<file path="config.mk">
export PLATFORM = sky130hd
export DESIGN_NAME = code_symbol_bit_packer_top_flat
export DESIGN_NICKNAME = d
export VERILOG_FILES = /design/src/rtl/csbp_pkg.sv /design/src/rtl/csbp_ifs.sv /design/src/rtl/csbp_front.sv /design/src/rtl/csbp_queue.sv /design/src/rtl/csbp_back.sv /design/src/rtl/code_symbol_bit_packer_top.sv /design/src/flat_wrapper.sv
export VERILOG_INCLUDE_DIRS = /design/src /design/src/rtl
export SDC_FILE = /design/constraint.sdc
export NUM_CORES = 1
export LEC_CHECK = 0
export ABC_AREA = 1
export BUFFER_PORTS_ARGS = -buffer_cell sky130_fd_sc_hd__buf_2
export CORE_MARGIN = 5
export CORE_UTILIZATION = 55
export CTS_BUF_LIST = sky130_fd_sc_hd__clkbuf_8
export CTS_CLUSTER_SIZE = 12
export DETAILED_ROUTE_END_ITERATION = 16
export PLACE_DENSITY_LB_ADDON = 0.08
export REMOVE_ABC_BUFFERS = 1
export SYNTH_ARGS = -nofsm -noshare
export SYNTH_HDL_FRONTEND = slang
export SYNTH_SLANG_ARGS = --single-unit
export TNS_END_PERCENT = 5
</file>
<file path="constraint.sdc">
create_clock -name clk_i -period 5.55 [get_ports clk_i]
set_input_delay 0.2775 -clock clk_i [delete_from_list [all_inputs] [get_ports clk_i]]
set_output_delay 0.2775 -clock clk_i [all_outputs]
set_load 0.01 [all_outputs]
</file>
<file path="src/rtl/assert_macros.svh">
// Assertion macros shared by the code/symbol bit packer RTL.
// No dependencies; define ASSERT_OFF to compile the checks out.
`ifndef ASSERT_MACROS_SVH
`define ASSERT_MACROS_SVH

`ifndef ASSERT_OFF
// Checked on every clock edge while reset is released.
`define CSBP_ASSERT(lbl, clk, rst_n, prop, msg) \
  lbl: assert property (@(posedge clk) disable iff (!(rst_n)) (prop)) else $error(msg);
// Checked on every clock edge, reset included.
`define CSBP_ASSERT_ALWAYS(lbl, clk, prop, msg) \
  lbl: assert property (@(posedge clk) (prop)) else $error(msg);
`else
`define CSBP_ASSERT(lbl, clk, rst_n, prop, msg)
`define CSBP_ASSERT_ALWAYS(lbl, clk, prop, msg)
`endif

`endif

</file>
<file path="src/rtl/csbp_pkg.sv">
// Package for the code/symbol bit packer: field widths, opcodes and the job
// record passed from the front end to the byte emitter. No dependencies.
package csbp_pkg;

  localparam int unsigned CODE_W        = 16;
  localparam int unsigned SYM_W         = 8;
  localparam int unsigned CODE_BITS_W   = 5;
  localparam int unsigned BYTE_W        = 8;
  localparam int unsigned PEND_W        = 7;
  localparam int unsigned PEND_CNT_W    = 3;
  localparam int unsigned MAX_CODE_BITS = 16;
  // Hard cap on code bits so a pair never yields more than four bytes.
  localparam int unsigned CODE_CAP      = 24;
  localparam int unsigned ACC_W         = PEND_W + CODE_CAP + SYM_W;
  localparam int unsigned JOB_BYTES     = ACC_W / BYTE_W;
  localparam int unsigned JOB_CNT_W     = $clog2(JOB_BYTES + 1);
  localparam int unsigned SH_W          = $clog2(ACC_W + 1);
  localparam int unsigned QUEUE_DEPTH   = 2;

  typedef enum logic [0:0] {
    OP_PAIR  = 1'b0,
    OP_FLUSH = 1'b1
  } csbp_op_e;

  // Bytes to emit, earliest byte in the low bits, and how many of them.
  typedef struct packed {
    logic [JOB_BYTES*BYTE_W-1:0] data;
    logic [JOB_CNT_W-1:0]        nbytes;
  } csbp_job_t;

endpackage

</file>
<file path="src/rtl/csbp_ifs.sv">
// Valid/ready channel interfaces for the code/symbol bit packer.
// Depends on csbp_pkg for the payload widths.
interface csbp_in_if;
  import csbp_pkg::*;

  logic                   valid;
  logic                   ready;
  logic                   opcode;
  logic [CODE_W-1:0]      code;
  logic [SYM_W-1:0]       sym;
  logic [CODE_BITS_W-1:0] code_bits;

  modport source (output valid, opcode, code, sym, code_bits, input ready);
  modport sink   (input valid, opcode, code, sym, code_bits, output ready);
endinterface

interface csbp_out_if;
  import csbp_pkg::*;

  logic              valid;
  logic              ready;
  logic [BYTE_W-1:0] out_byte;
  logic              last_of_run;

  modport source (output valid, out_byte, last_of_run, input ready);
  modport sink   (input valid, out_byte, last_of_run, output ready);
endinterface

</file>
<file path="src/rtl/csbp_front.sv">
// Front end of the bit packer: accepts items, merges code and symbol bits
// with the pending bits and queues byte jobs. Depends on csbp_pkg, csbp_ifs.
`include "assert_macros.svh"

module csbp_front #(
  parameter int unsigned MaxCodeBits = csbp_pkg::MAX_CODE_BITS
) (
  input  logic                clk_i,
  input  logic                rst_ni,
  csbp_in_if.sink             in_i,
  input  logic                q_full_i,
  output logic                push_o,
  output csbp_pkg::csbp_job_t job_o
);
  import csbp_pkg::*;

  localparam int unsigned CapBits = (MaxCodeBits < CODE_CAP) ? MaxCodeBits : CODE_CAP;

  logic [PEND_W-1:0]     pend_q, pend_d;
  logic [PEND_CNT_W-1:0] pc_q, pc_d;

  logic                   fire;
  logic [CODE_BITS_W-1:0] n_eff;
  logic [CODE_W-1:0]      code_m;
  logic [SH_W-1:0]        sym_pos;
  logic [SH_W-1:0]        total;
  logic [JOB_CNT_W-1:0]   nbytes;
  logic [ACC_W-1:0]       acc;
  logic [ACC_W-1:0]       rem;

  assign in_i.ready = !q_full_i;
  assign fire       = in_i.valid && in_i.ready;

  // Bit merge for a pair item.
  always_comb begin
    if (in_i.code_bits > CODE_BITS_W'(CapBits)) begin
      n_eff = CODE_BITS_W'(CapBits);
    end else begin
      n_eff = in_i.code_bits;
    end
    for (int i = 0; i < CODE_W; i++) begin
      code_m[i] = in_i.code[i] && (CODE_BITS_W'(i) < n_eff);
    end
    sym_pos = SH_W'(pc_q) + SH_W'(n_eff);
    total   = sym_pos + SH_W'(SYM_W);
    nbytes  = JOB_CNT_W'(total >> 3);
    acc     = ACC_W'(pend_q) | (ACC_W'(code_m) << pc_q) | (ACC_W'(in_i.sym) << sym_pos);
    rem     = acc >> (SH_W'(nbytes) << 3);
  end

  always_comb begin
    pend_d = pend_q;
    pc_d   = pc_q;
    push_o = 1'b0;
    job_o  = '0;
    unique case (csbp_op_e'(in_i.opcode))
      OP_PAIR: begin
        job_o.data   = acc[JOB_BYTES*BYTE_W-1:0];
        job_o.nbytes = nbytes;
        push_o       = fire;
        if (fire) begin
          pend_d = rem[PEND_W-1:0];
          pc_d   = total[PEND_CNT_W-1:0];
        end
      end
      OP_FLUSH: begin
        job_o.data   = (JOB_BYTES*BYTE_W)'(pend_q);
        job_o.nbytes = JOB_CNT_W'(1);
        push_o       = fire && (pc_q != '0);
        if (fire) begin
          pend_d = '0;
          pc_d   = '0;
        end
      end
      default: begin
        push_o = 1'b0;
      end
    endcase
  end

  always_ff @(posedge clk_i or negedge rst_ni) begin
    if (!rst_ni) begin
      pend_q <= '0;
      pc_q   <= '0;
    end else begin
      pend_q <= pend_d;
      pc_q   <= pc_d;
    end
  end

  `CSBP_ASSERT(a_pend_clean, clk_i, rst_ni, (pend_q >> pc_q) == '0, "stale pending bits")
  `CSBP_ASSERT(a_job_size, clk_i, rst_ni, push_o |-> (job_o.nbytes != '0 && job_o.nbytes <= JOB_CNT_W'(JOB_BYTES)), "bad job size")
  `CSBP_ASSERT(a_pair_pushes, clk_i, rst_ni, (fire && in_i.opcode == OP_PAIR) |-> push_o, "pair item queued no job")
  `CSBP_ASSERT(a_flush_clears, clk_i, rst_ni, (fire && in_i.opcode == OP_FLUSH) |=> (pc_q == '0), "flush left bits pending")

endmodule

</file>
<file path="src/rtl/csbp_queue.sv">
// Short job queue between the packer front end and the byte emitter.
// Depends on csbp_pkg for the job record.
module csbp_queue #(
  parameter int unsigned Depth = csbp_pkg::QUEUE_DEPTH
) (
  input  logic                clk_i,
  input  logic                rst_ni,
  input  logic                push_i,
  input  csbp_pkg::csbp_job_t job_i,
  input  logic                pop_i,
  output csbp_pkg::csbp_job_t job_o,
  output logic                full_o,
  output logic                empty_o
);
  import csbp_pkg::*;

  localparam int unsigned PtrW = (Depth > 1) ? $clog2(Depth) : 1;
  localparam int unsigned CntW = $clog2(Depth + 1);

  csbp_job_t       slot_q [Depth];
  logic [PtrW-1:0] wr_q, wr_d, rd_q, rd_d;
  logic [CntW-1:0] cnt_q, cnt_d;

  assign full_o  = (cnt_q == CntW'(Depth));
  assign empty_o = (cnt_q == '0);
  assign job_o   = slot_q[rd_q];

  always_comb begin
    wr_d  = wr_q;
    rd_d  = rd_q;
    cnt_d = cnt_q;
    if (push_i) begin
      wr_d = (wr_q == PtrW'(Depth - 1)) ? '0 : wr_q + PtrW'(1);
    end
    if (pop_i) begin
      rd_d = (rd_q == PtrW'(Depth - 1)) ? '0 : rd_q + PtrW'(1);
    end
    if (push_i && !pop_i) begin
      cnt_d = cnt_q + CntW'(1);
    end else if (pop_i && !push_i) begin
      cnt_d = cnt_q - CntW'(1);
    end
  end

  always_ff @(posedge clk_i or negedge rst_ni) begin
    if (!rst_ni) begin
      wr_q  <= '0;
      rd_q  <= '0;
      cnt_q <= '0;
    end else begin
      wr_q  <= wr_d;
      rd_q  <= rd_d;
      cnt_q <= cnt_d;
    end
  end

  always_ff @(posedge clk_i) begin
    if (push_i) begin
      slot_q[wr_q] <= job_i;
    end
  end

endmodule

</file>
<file path="src/rtl/csbp_back.sv">
// Byte emitter of the bit packer: takes jobs from the queue and sends their
// bytes one per cycle while out_o is ready, from an output register. Depends on csbp_pkg, csbp_ifs.
`include "assert_macros.svh"

module csbp_back (
  input  logic                clk_i,
  input  logic                rst_ni,
  input  logic                q_empty_i,
  input  csbp_pkg::csbp_job_t job_i,
  output logic                pop_o,
  csbp_out_if.source          out_o
);
  import csbp_pkg::*;

  logic [JOB_BYTES*BYTE_W-1:0] data_q, data_d;
  logic [JOB_CNT_W-1:0]        cnt_q, cnt_d;
  logic                        out_fire;

  assign out_o.valid       = (cnt_q != '0);
  assign out_o.out_byte    = data_q[BYTE_W-1:0];
  assign out_o.last_of_run = (cnt_q == JOB_CNT_W'(1));
  assign out_fire          = out_o.valid && out_o.ready;

  // Load the next job when idle or as the last byte of the current one leaves.
  assign pop_o = !q_empty_i && ((cnt_q == '0) || (cnt_q == JOB_CNT_W'(1) && out_o.ready));

  always_comb begin
    data_d = data_q;
    cnt_d  = cnt_q;
    if (pop_o) begin
      data_d = job_i.data;
      cnt_d  = job_i.nbytes;
    end else if (out_fire) begin
      data_d = data_q >> BYTE_W;
      cnt_d  = cnt_q - JOB_CNT_W'(1);
    end
  end

  always_ff @(posedge clk_i or negedge rst_ni) begin
    if (!rst_ni) begin
      cnt_q <= '0;
    end else begin
      cnt_q <= cnt_d;
    end
  end

  always_ff @(posedge clk_i) begin
    data_q <= data_d;
  end

  `CSBP_ASSERT(a_cnt_range, clk_i, rst_ni, cnt_q <= JOB_CNT_W'(JOB_BYTES), "byte count overrun")
  `CSBP_ASSERT(a_pop_when_done, clk_i, rst_ni, pop_o |-> (cnt_q == '0 || out_fire), "job loaded over unsent bytes")
  `CSBP_ASSERT(a_load_shows, clk_i, rst_ni, pop_o |=> out_o.valid, "loaded job not presented")

endmodule

</file>
<file path="src/rtl/code_symbol_bit_packer_top.sv">
// Top level of the code/symbol bit packer: front end, job queue, byte emitter.
// Depends on csbp_pkg, csbp_ifs, csbp_front, csbp_queue and csbp_back.
//
//   Port   Dir  Carries                                   Accepted when
//   in_i   in   opcode, code, sym, code_bits per item     valid && ready
//   out_o  out  out_byte, last_of_run per result byte     valid && ready
//
// The front end takes one item per cycle whenever the job queue has room.
// The emitter sends one byte per cycle while out_o is ready, so a pair item
// yields one to three bytes with the default code width (three for a 16-bit
// code plus the 8-bit symbol, four only when MaxCodeBits allows 24 code
// bits), and a flush at most one; the output port sets the sustained rate.
// The first byte of an item is offered once its job has been written to the
// queue and then loaded into the emitter's output register.
// Reset clears the pending bits, the queue and the emitter at once.
// A stalled output fills the queue and then drops in_i.ready.
module code_symbol_bit_packer_top #(
  parameter int unsigned MaxCodeBits = csbp_pkg::MAX_CODE_BITS,
  parameter int unsigned QueueDepth  = csbp_pkg::QUEUE_DEPTH
) (
  input  logic       clk_i,
  input  logic       rst_ni,
  csbp_in_if.sink    in_i,
  csbp_out_if.source out_o
);
  import csbp_pkg::*;

  // Jobs from the front end: whole bytes completed by one item.
  csbp_job_t push_job;
  csbp_job_t head_job;
  logic      push;
  logic      pop;
  logic      q_full;
  logic      q_empty;

  // Merges each item's bits with the pending bits and keeps the leftover.
  csbp_front #(
    .MaxCodeBits (MaxCodeBits)
  ) u_front (
    .clk_i    (clk_i),
    .rst_ni   (rst_ni),
    .in_i     (in_i),
    .q_full_i (q_full),
    .push_o   (push),
    .job_o    (push_job)
  );

  // Decouples item intake from byte output so each side stalls on its own.
  csbp_queue #(
    .Depth (QueueDepth)
  ) u_queue (
    .clk_i   (clk_i),
    .rst_ni  (rst_ni),
    .push_i  (push),
    .job_i   (push_job),
    .pop_i   (pop),
    .job_o   (head_job),
    .full_o  (q_full),
    .empty_o (q_empty)
  );

  // Sends the queued bytes in stream order, marking each item's last byte.
  csbp_back u_back (
    .clk_i     (clk_i),
    .rst_ni    (rst_ni),
    .q_empty_i (q_empty),
    .job_i     (head_job),
    .pop_o     (pop),
    .out_o     (out_o)
  );

endmodule
</file>
<file path="src/flat_wrapper.sv">
// flat-port wrapper written by rule: the top's interface ports become plain ports
module code_symbol_bit_packer_top_flat import csbp_pkg::*;
#(
  parameter int unsigned MaxCodeBits = csbp_pkg::MAX_CODE_BITS,
  parameter int unsigned QueueDepth  = csbp_pkg::QUEUE_DEPTH
)
  (clk_i, rst_ni, in_i_valid, in_i_opcode, in_i_code, in_i_sym, in_i_code_bits, in_i_ready, out_o_valid, out_o_out_byte, out_o_last_of_run, out_o_ready);
  csbp_in_if in_i_i ();
  csbp_out_if out_o_i ();
  input  logic clk_i;
  input  logic rst_ni;
  input wire logic [$bits(in_i_i.valid)-1:0] in_i_valid;
  input wire logic [$bits(in_i_i.opcode)-1:0] in_i_opcode;
  input wire logic [$bits(in_i_i.code)-1:0] in_i_code;
  input wire logic [$bits(in_i_i.sym)-1:0] in_i_sym;
  input wire logic [$bits(in_i_i.code_bits)-1:0] in_i_code_bits;
  output wire logic [$bits(in_i_i.ready)-1:0] in_i_ready;
  output wire logic [$bits(out_o_i.valid)-1:0] out_o_valid;
  output wire logic [$bits(out_o_i.out_byte)-1:0] out_o_out_byte;
  output wire logic [$bits(out_o_i.last_of_run)-1:0] out_o_last_of_run;
  input wire logic [$bits(out_o_i.ready)-1:0] out_o_ready;
  assign in_i_i.valid = in_i_valid;
  assign in_i_i.opcode = in_i_opcode;
  assign in_i_i.code = in_i_code;
  assign in_i_i.sym = in_i_sym;
  assign in_i_i.code_bits = in_i_code_bits;
  assign in_i_ready = in_i_i.ready;
  assign out_o_valid = out_o_i.valid;
  assign out_o_out_byte = out_o_i.out_byte;
  assign out_o_last_of_run = out_o_i.last_of_run;
  assign out_o_i.ready = out_o_ready;
  code_symbol_bit_packer_top #(.MaxCodeBits(MaxCodeBits), .QueueDepth(QueueDepth)) u_core (.clk_i(clk_i), .rst_ni(rst_ni), .in_i(in_i_i), .out_o(out_o_i));
endmodule
</file>
==> impl_metrics.py, run 1 <==
metrics = {
    "outcome": {
        "status": "finished, final reports clean",
    },
    "global_route": {
        "met2_usage_pct": 40.5,
        "grt_max_degree": 39,
        "antenna_found_initial": 0,
        "grt_overflow": 0,
        "grt.met1_usage_pct": 36.4,
        "grt_usage_pct": 25.8,
        "grt_pass1_vias": 5628,
        "gr-max-usage-layer": "met2",
        "grt_pass1_wl_mm": 29.5,
        "gr-usage-met3_pct": 5.73,
    },
    "drt": {
        "antenna_left": 0,
        "vias": 5903,
        "wirelength_mm": 18.1,
        "viasPerCell": 5.75,
        "drtIter0Drc": 496,
        "drcViolationCount": 0,
        "avgRoutedWirePerCell_um": 17.6,
        "drt_first_pass_iters": 6,
    },
    "placement": {
        "io_buffers": 44,
        "gp_congestion": 0.992,
        "placed_cells": 994,
        "dp_hpwl_mm": 13.1,
    },
    "die": {
        "start_util_pct": 56.4,
        "rows": 40,
        "dieArea_um2": 14700,
        "io-pin-count": 45,
        "die_x_um": 121,
        "dieHeight_um": 121,
        "core_um2": 12100,
    },
    "pwr": {
        "switching_share_pct": 44.2,
        "p_switching_mw": 2.06,
        "combPwrFrac_pct": 47.4,
        "peakVddDrop_mv": 0.394,
        "p_seq_share_pct": 34.8,
        "p_leak_nw": 3.20,
        "power_density_nw_per_um2": 620,
        "p_clk_share_pct": 17.8,
        "power_mw": 4.66,
        "intPower_mw": 2.60,
    },
    "setup_path": {
        "crit_path_end_kind": "flip-flop",
        "path_class": "reg2reg",
        "cpMaxStageDelayCell": "dfrtp_1",
        "worstPathRequired_ns": 5.92,
        "cp-start-kind": "flip-flop",
        "max_stage_delay_ns": 0.73,
        "path_cells": "clkinv_1 > fa_1 > o21ai_0 > nand2_1 > inv_2 > ha_1 > nor2_2 > nand3_1 > a21oi_1 > nand2_1 > nand2_1",
        "rrSetupSlack_ns": 0.99,
        "cp.arrival_ns": 4.93,
        "crit_top_cell": "nand2_1",
        "path_max_fanout": 22,
    },
    "flow_run": {
        "cap_violations": 0,
    },
    "timing": {
        "slew_viol_final": 0,
        "hold_viol": 0,
        "period_share_pct": 82.1,
        "period_needed_ns": 4.56,
        "rsz0062_at_grt": "no",
        "tightest_slew_ns": 1.07,
        "clock_skew_ns": 0.0136,
        "slew_headroom_pct": 28.5,
        "setup-violations-final": 0,
        "setup_tns_ns": 0,
        "clock.fmax_mhz": 219,
    },
    "logic_synthesis": {
        "ys_warn_count": 0,
        "syn_area_um2": 6830,
        "ys_async_sr_fraction_pct": 14.3,
        "synth_top_family_by_area": "simple AND/OR/NAND/NOR gates",
        "syn_inst": 824,
        "synth_compound_area_share_pct": 9.56,
        "synth_area_per_cell_um2": 8.29,
        "yosysSeqAreaShare_pct": 51.1,
        "synth_flop_cell": "edfxtp_1",
        "ys_ff_latch": 119,
        "synthAdderAreaFrac_pct": 1.94,
        "synth_edf_count": 102,
        "synth-simple-area-share_pct": 28.8,
        "synthXorXnorAreaFrac_pct": 1.12,
        "synth_cell_type_count": 41,
        "synth_mux_area_share_pct": 0.147,
    },
    "clock_tree": {
        "clockRootBuffer": "clkbuf_8",
        "clk_pin_slew_ns": 0.08,
        "ctsHoldBuffers": 1,
        "cts.sinks": 119,
        "post_cts_resized": 0,
        "worstSkewPairLatency_ns": 0.43,
        "cts_made_buffers": 17,
        "cts_tree": "yes",
        "cts_buffer_depth": 2,
        "htreeDepth": 4,
        "post-cts-setup-buffers": 0,
    },
    "finish": {
        "area_delta_synth_final_pct": 9.99,
        "layout-drive-gt1-share_pct": 11.2,
        "finalNonFillerCells": 1027,
        "nNetsFinal": 890,
        "antenna_cells": 0,
        "nFillCells": 1091,
    },
    "min_path": {
        "hold_path_class": "in2reg",
    },
}
## placed cells by master, fill, tap and decap left out, types with 2 or more instances in the layout
| master | instances |
|---|---|
| nand2_1 | 222 |
| nand3_1 | 140 |
| edfxtp_1 | 102 |
| nor2_1 | 72 |
| inv_1 | 59 |
| buf_2 | 44 |
| a21oi_1 | 33 |
| a31oi_1 | 29 |
| o21ai_0 | 21 |
| clkbuf_8 | 17 |
| dfrtp_1 | 17 |
| nand4_1 | 9 |
| ha_1 | 9 |
| o22ai_1 | 8 |
| clkinv_1 | 8 |
| inv_2 | 6 |
| buf_4 | 6 |
| o21ai_1 | 5 |
| xnor2_1 | 4 |
| o211ai_1 | 4 |
| o21bai_1 | 4 |
| bufinv_16 | 4 |
| o21a_1 | 3 |
| nor3_1 | 3 |
| nor2_2 | 3 |
| clkinv_4 | 3 |
| nand3_2 | 2 |
| o31ai_1 | 2 |
## cell families (layout without fill, tap and decap cells)
logic type,count (synthesis),after routing
buffers and inverters,116,151
DFF,119,119
adders and majority gates,10,10
xor gates and xnor gates,7,7
muxes,1,1
and+or+nand+nor,458,458
AOI/OAI and AO/OA,113,113
## per-layer routing
layer | wire, µm | up-vias
li1 | - | 2858
met1 | 8170 | 2786
met2 | 8490 | 239
met3 | 1160 | 20
met4 | 286 | 0
met5 | 0 | -
## power groups by stage
stage          Combinational [mW]  Clock, mW  Sequential, mW
4_1_cts                      2.19      0.846            1.62
3_5_place_dp                 2.18          0            1.64
5_1_grt                      2.47      0.891            1.65
3_3_place_gp                 2.13          0            1.63
6_report                     2.21      0.829            1.62
2_1_floorplan                1.46          0            1.64
## synth_stat cells, types with 13 or more instances
library cell | n | area share (%)
a21oi_1 | 33 | 2.4
a31oi_1 | 29 | 2.7
buf_2 | 13 | 0.95
buf_4 | 13 | 1.4
clkbuf_1 | 19 | 1.0
dfrtp_1 | 17 | 6.2
edfxtp_1 | 102 | 45
inv_1 | 57 | 3.1
nand2_1 | 222 | 12
nand3_1 | 140 | 10
nor2_1 | 74 | 4.1
o21ai_0 | 21 | 1.5
## worst max-delay path: cells and delay by family, from the launching register on
family / cells / cell delay [ns]
adder cells (fa/ha/maj): 2 / 1.17
buffers and inverters: 2 / 1.12
AND/OR/NAND/NOR: 5 / 1.08
flip-flops: 1 / 0.73
AO/OA/AOI/OAI: 2 / 0.36
## final cells by class
class / instances / area [µm²] / share of cell area [%]
inverter: 68 / 255 / 3.40
clock inverter: 15 / 186 / 2.48
sequential: 119 / 3490 / 46.4
timing repair buffer: 51 / 275 / 3.66
clock buffer: 17 / 234 / 3.12
tap: 168 / 210 / 2.80
multi-input combinational: 589 / 2860 / 38.1
## stage by stage
stage	utilization (%)	worst slack, ns	cell area (µm²)	hold slack, ns
after floorplan	-	2.04	6580	-0.0181
after global placement	58.5	1.24	7080	0.243
after detailed placement	58.5	1.14	7080	0.245
after CTS	62.0	1.10	7510	0.0381
after global routing	62.0	0.556	7510	0.0825
final	62.0	0.994	7510	0.0702
## registers in the layout, summed over array words and instances, names as in the netlist
signal	flops
u_core.u_queue.rd_q	1
u_core.u_queue.wr_q	1
u_core.u_back.cnt_q	3
u_core.u_queue.cnt_q	2
u_core.u_queue.slot_q	70
u_core.u_front.pend_q	7
u_core.u_front.pc_q	3
u_core.u_back.data_q	32
## worst paths after layout
kind | startpoint | to | depth (start not counted)
setup / recovery | u_core.u_front.pc_q[1]$_DFFE_PN0P_ | u_core.u_front.pend_q[2]$_DFFE_PN0P_ | 11
hold / removal | out_o_ready | u_core.u_back.cnt_q[2]$_DFFE_PN0P_ | 2
setup reg to reg | u_core.u_front.pc_q[1]$_DFFE_PN0P_ | u_core.u_front.pend_q[2]$_DFFE_PN0P_ | 11
hold reg to reg | u_core.u_queue.cnt_q[0]$_DFFE_PN0P_ | u_core.u_queue.cnt_q[0]$_DFFE_PN0P_ | 1
max in group asynchronous | rst_ni | u_core.u_front.pend_q[3]$_DFFE_PN0P_ | 2
min in group asynchronous | rst_ni | u_core.u_front.pc_q[2]$_DFFE_PN0P_ | 2
No activity file was read; power rests on OpenSTA's default activity.
==> inputs of run 2 (changes only) <==
==> constraint.sdc (replaced) <==
create_clock -name clk_i -period 3.7 [get_ports clk_i]
set_input_delay 0.185 -clock clk_i [delete_from_list [all_inputs] [get_ports clk_i]]
set_output_delay 0.185 -clock clk_i [all_outputs]
set_load 0.01 [all_outputs]
==> impl_metrics.py, run 2 (same netlist as run 1, synthesis figures left out) <==
metrics = {
    "clock_tree": {
        "cts_buffer_depth": 2,
        "post_cts_resized": 0,
        "cts_tree": "yes",
        "htreeDepth": 4,
        "clk_pin_slew_ns": 0.08,
        "ctsHoldBuffers": 2,
        "post-cts-setup-buffers": 0,
        "cts.sinks": 119,
        "clockRootBuffer": "clkbuf_8",
        "cts_made_buffers": 17,
        "worstSkewPairLatency_ns": 0.44,
    },
    "drt": {
        "drt_first_pass_iters": 5,
        "vias": 5983,
        "drcViolationCount": 0,
        "wirelength_mm": 18.3,
        "avgRoutedWirePerCell_um": 17.6,
        "drtIter0Drc": 682,
        "antenna_left": 0,
        "viasPerCell": 5.76,
    },
    "placement": {
        "gp_congestion": 1.01,
        "io_buffers": 44,
        "place_area_um2": 7180,
        "pre_cts_ws_ns": 0.284,
        "placed_cells": 1005,
        "dp_hpwl_mm": 13.1,
    },
    "timing": {
        "finalWorstSetupSlack_ns": 0.602,
        "rsz0062_at_grt": "no",
        "slew_viol_final": 0,
        "period_needed_ns": 3.10,
        "clock.fmax_mhz": 323,
        "setup-violations-final": 0,
        "whs_ns": 0.219,
        "slew_headroom_pct": 22.2,
        "clock_skew_ns": 0.0164,
        "tightest_slew_ns": 1.16,
        "setup_tns_ns": 0,
        "period_share_pct": 83.7,
        "hold_viol": 0,
    },
    "setup_path": {
        "cp-start-kind": "flip-flop",
        "worstPathRequired_ns": 4.02,
        "path_class": "reg2reg",
        "path_max_fanout": 19,
        "crit_path_end_kind": "flip-flop",
        "cp.arrival_ns": 3.42,
    },
    "die": {
        "dieHeight_um": 121,
        "io-pin-count": 45,
        "rows": 40,
        "start_util_pct": 56.4,
        "dieArea_um2": 14700,
        "die_x_um": 121,
        "core_um2": 12100,
    },
    "outcome": {
        "status": "finished, final reports clean",
    },
    "pwr": {
        "power_density_nw_per_um2": 915,
        "peakVddDrop_mv": 0.723,
        "power_mw": 6.93,
        "p_leak_nw": 3.23,
    },
    "finish": {
        "layout-drive-gt1-share_pct": 12.6,
        "nNetsFinal": 902,
        "area_delta_synth_final_pct": 11.0,
        "top_regs": "u_core.u_queue.slot_q: 70 flops, u_core.u_back.data_q: 32 flops, u_core.u_front.pend_q: 7 flops",
        "top_register": "u_core.u_queue.slot_q",
        "largest_reg_flops": 70,
        "layout_common_cells": "nand2_1, nand3_1, edfxtp_1",
        "fin_util_pct": 62.6,
        "antenna_cells": 0,
        "design_area_um2": 7580,
        "nFillCells": 1091,
        "final_common_cell": "nand2_1",
        "finalNonFillerCells": 1039,
    },
    "global_route": {
        "grt_pass1_wl_mm": 30.0,
        "grt_pass1_vias": 5835,
        "grt_max_degree": 41,
        "grt_usage_pct": 26.3,
        "grt_overflow": 0,
        "antenna_found_initial": 0,
    },
    "min_path": {
        "hold_path_class": "in2async",
    },
    "flow_run": {
        "cap_violations": 0,
    },
}
==> run 2: cell type report <==
type / count / area (µm²) / area share [%]
Clock buffer: 17 / 234 / 3.09
Clock inverter: 15 / 151 / 2.00
Inverter: 68 / 255 / 3.37
Multi-Input combinational cell: 589 / 2860 / 37.7
Sequential cell: 119 / 3490 / 46.0
Tap cell: 168 / 210 / 2.77
Timing Repair Buffer: 63 / 380 / 5.02
==> run 2: final timing paths <==
check                                                     from                                      to  slack (ns)  cells after the start
min reg2reg                u_core.u_queue.cnt_q[0]$_DFFE_PN0P_     u_core.u_queue.cnt_q[0]$_DFFE_PN0P_        0.50                      1
min in group clk_i                                 in_i_opcode  u_core.u_queue.slot_q[0][25]$_DFFE_PP_        0.28                      2
max                         u_core.u_front.pc_q[1]$_DFFE_PN0P_    u_core.u_front.pend_q[1]$_DFFE_PN0P_        0.60                     15
max in group asynchronous                               rst_ni    u_core.u_front.pend_q[3]$_DFFE_PN0P_        3.16                      2
max reg2reg                 u_core.u_front.pc_q[1]$_DFFE_PN0P_    u_core.u_front.pend_q[1]$_DFFE_PN0P_        0.60                     15
min                                                     rst_ni      u_core.u_front.pc_q[1]$_DFFE_PN0P_        0.22                      2
==> run 2: worst max-delay path, stage by stage (launching register included) <==
cell and delay [ns]:
dfrtp_1 0.33, buf_4 0.25, clkinv_1 0.15, fa_1 0.51, xnor2_1 0.65, inv_1 0.25
nand2_1 0.18, nand2_1 0.09, nand3_1 0.11, nand3_1 0.10, nand2_1 0.08, nand2_1 0.05
nand2_1 0.06, nand2_1 0.05, nand2_1 0.07, nand2_1 0.05
==> run 2: per-layer routing <==
layer	track usage (%)	share of wire, %	vias up
met5	0	0	-
met4	9.31	2.8	0
met3	5.59	6.8	36
met2	40.1	45	264
met1	37.2	45	2801
li1	-	-	2882
==> run 2: power by group <==
part,total [mW],internal (mW),switching [mW]
logic,3.42,1.05,2.37
registers,2.37,2.20,0.171
clock network,1.15,0.598,0.551
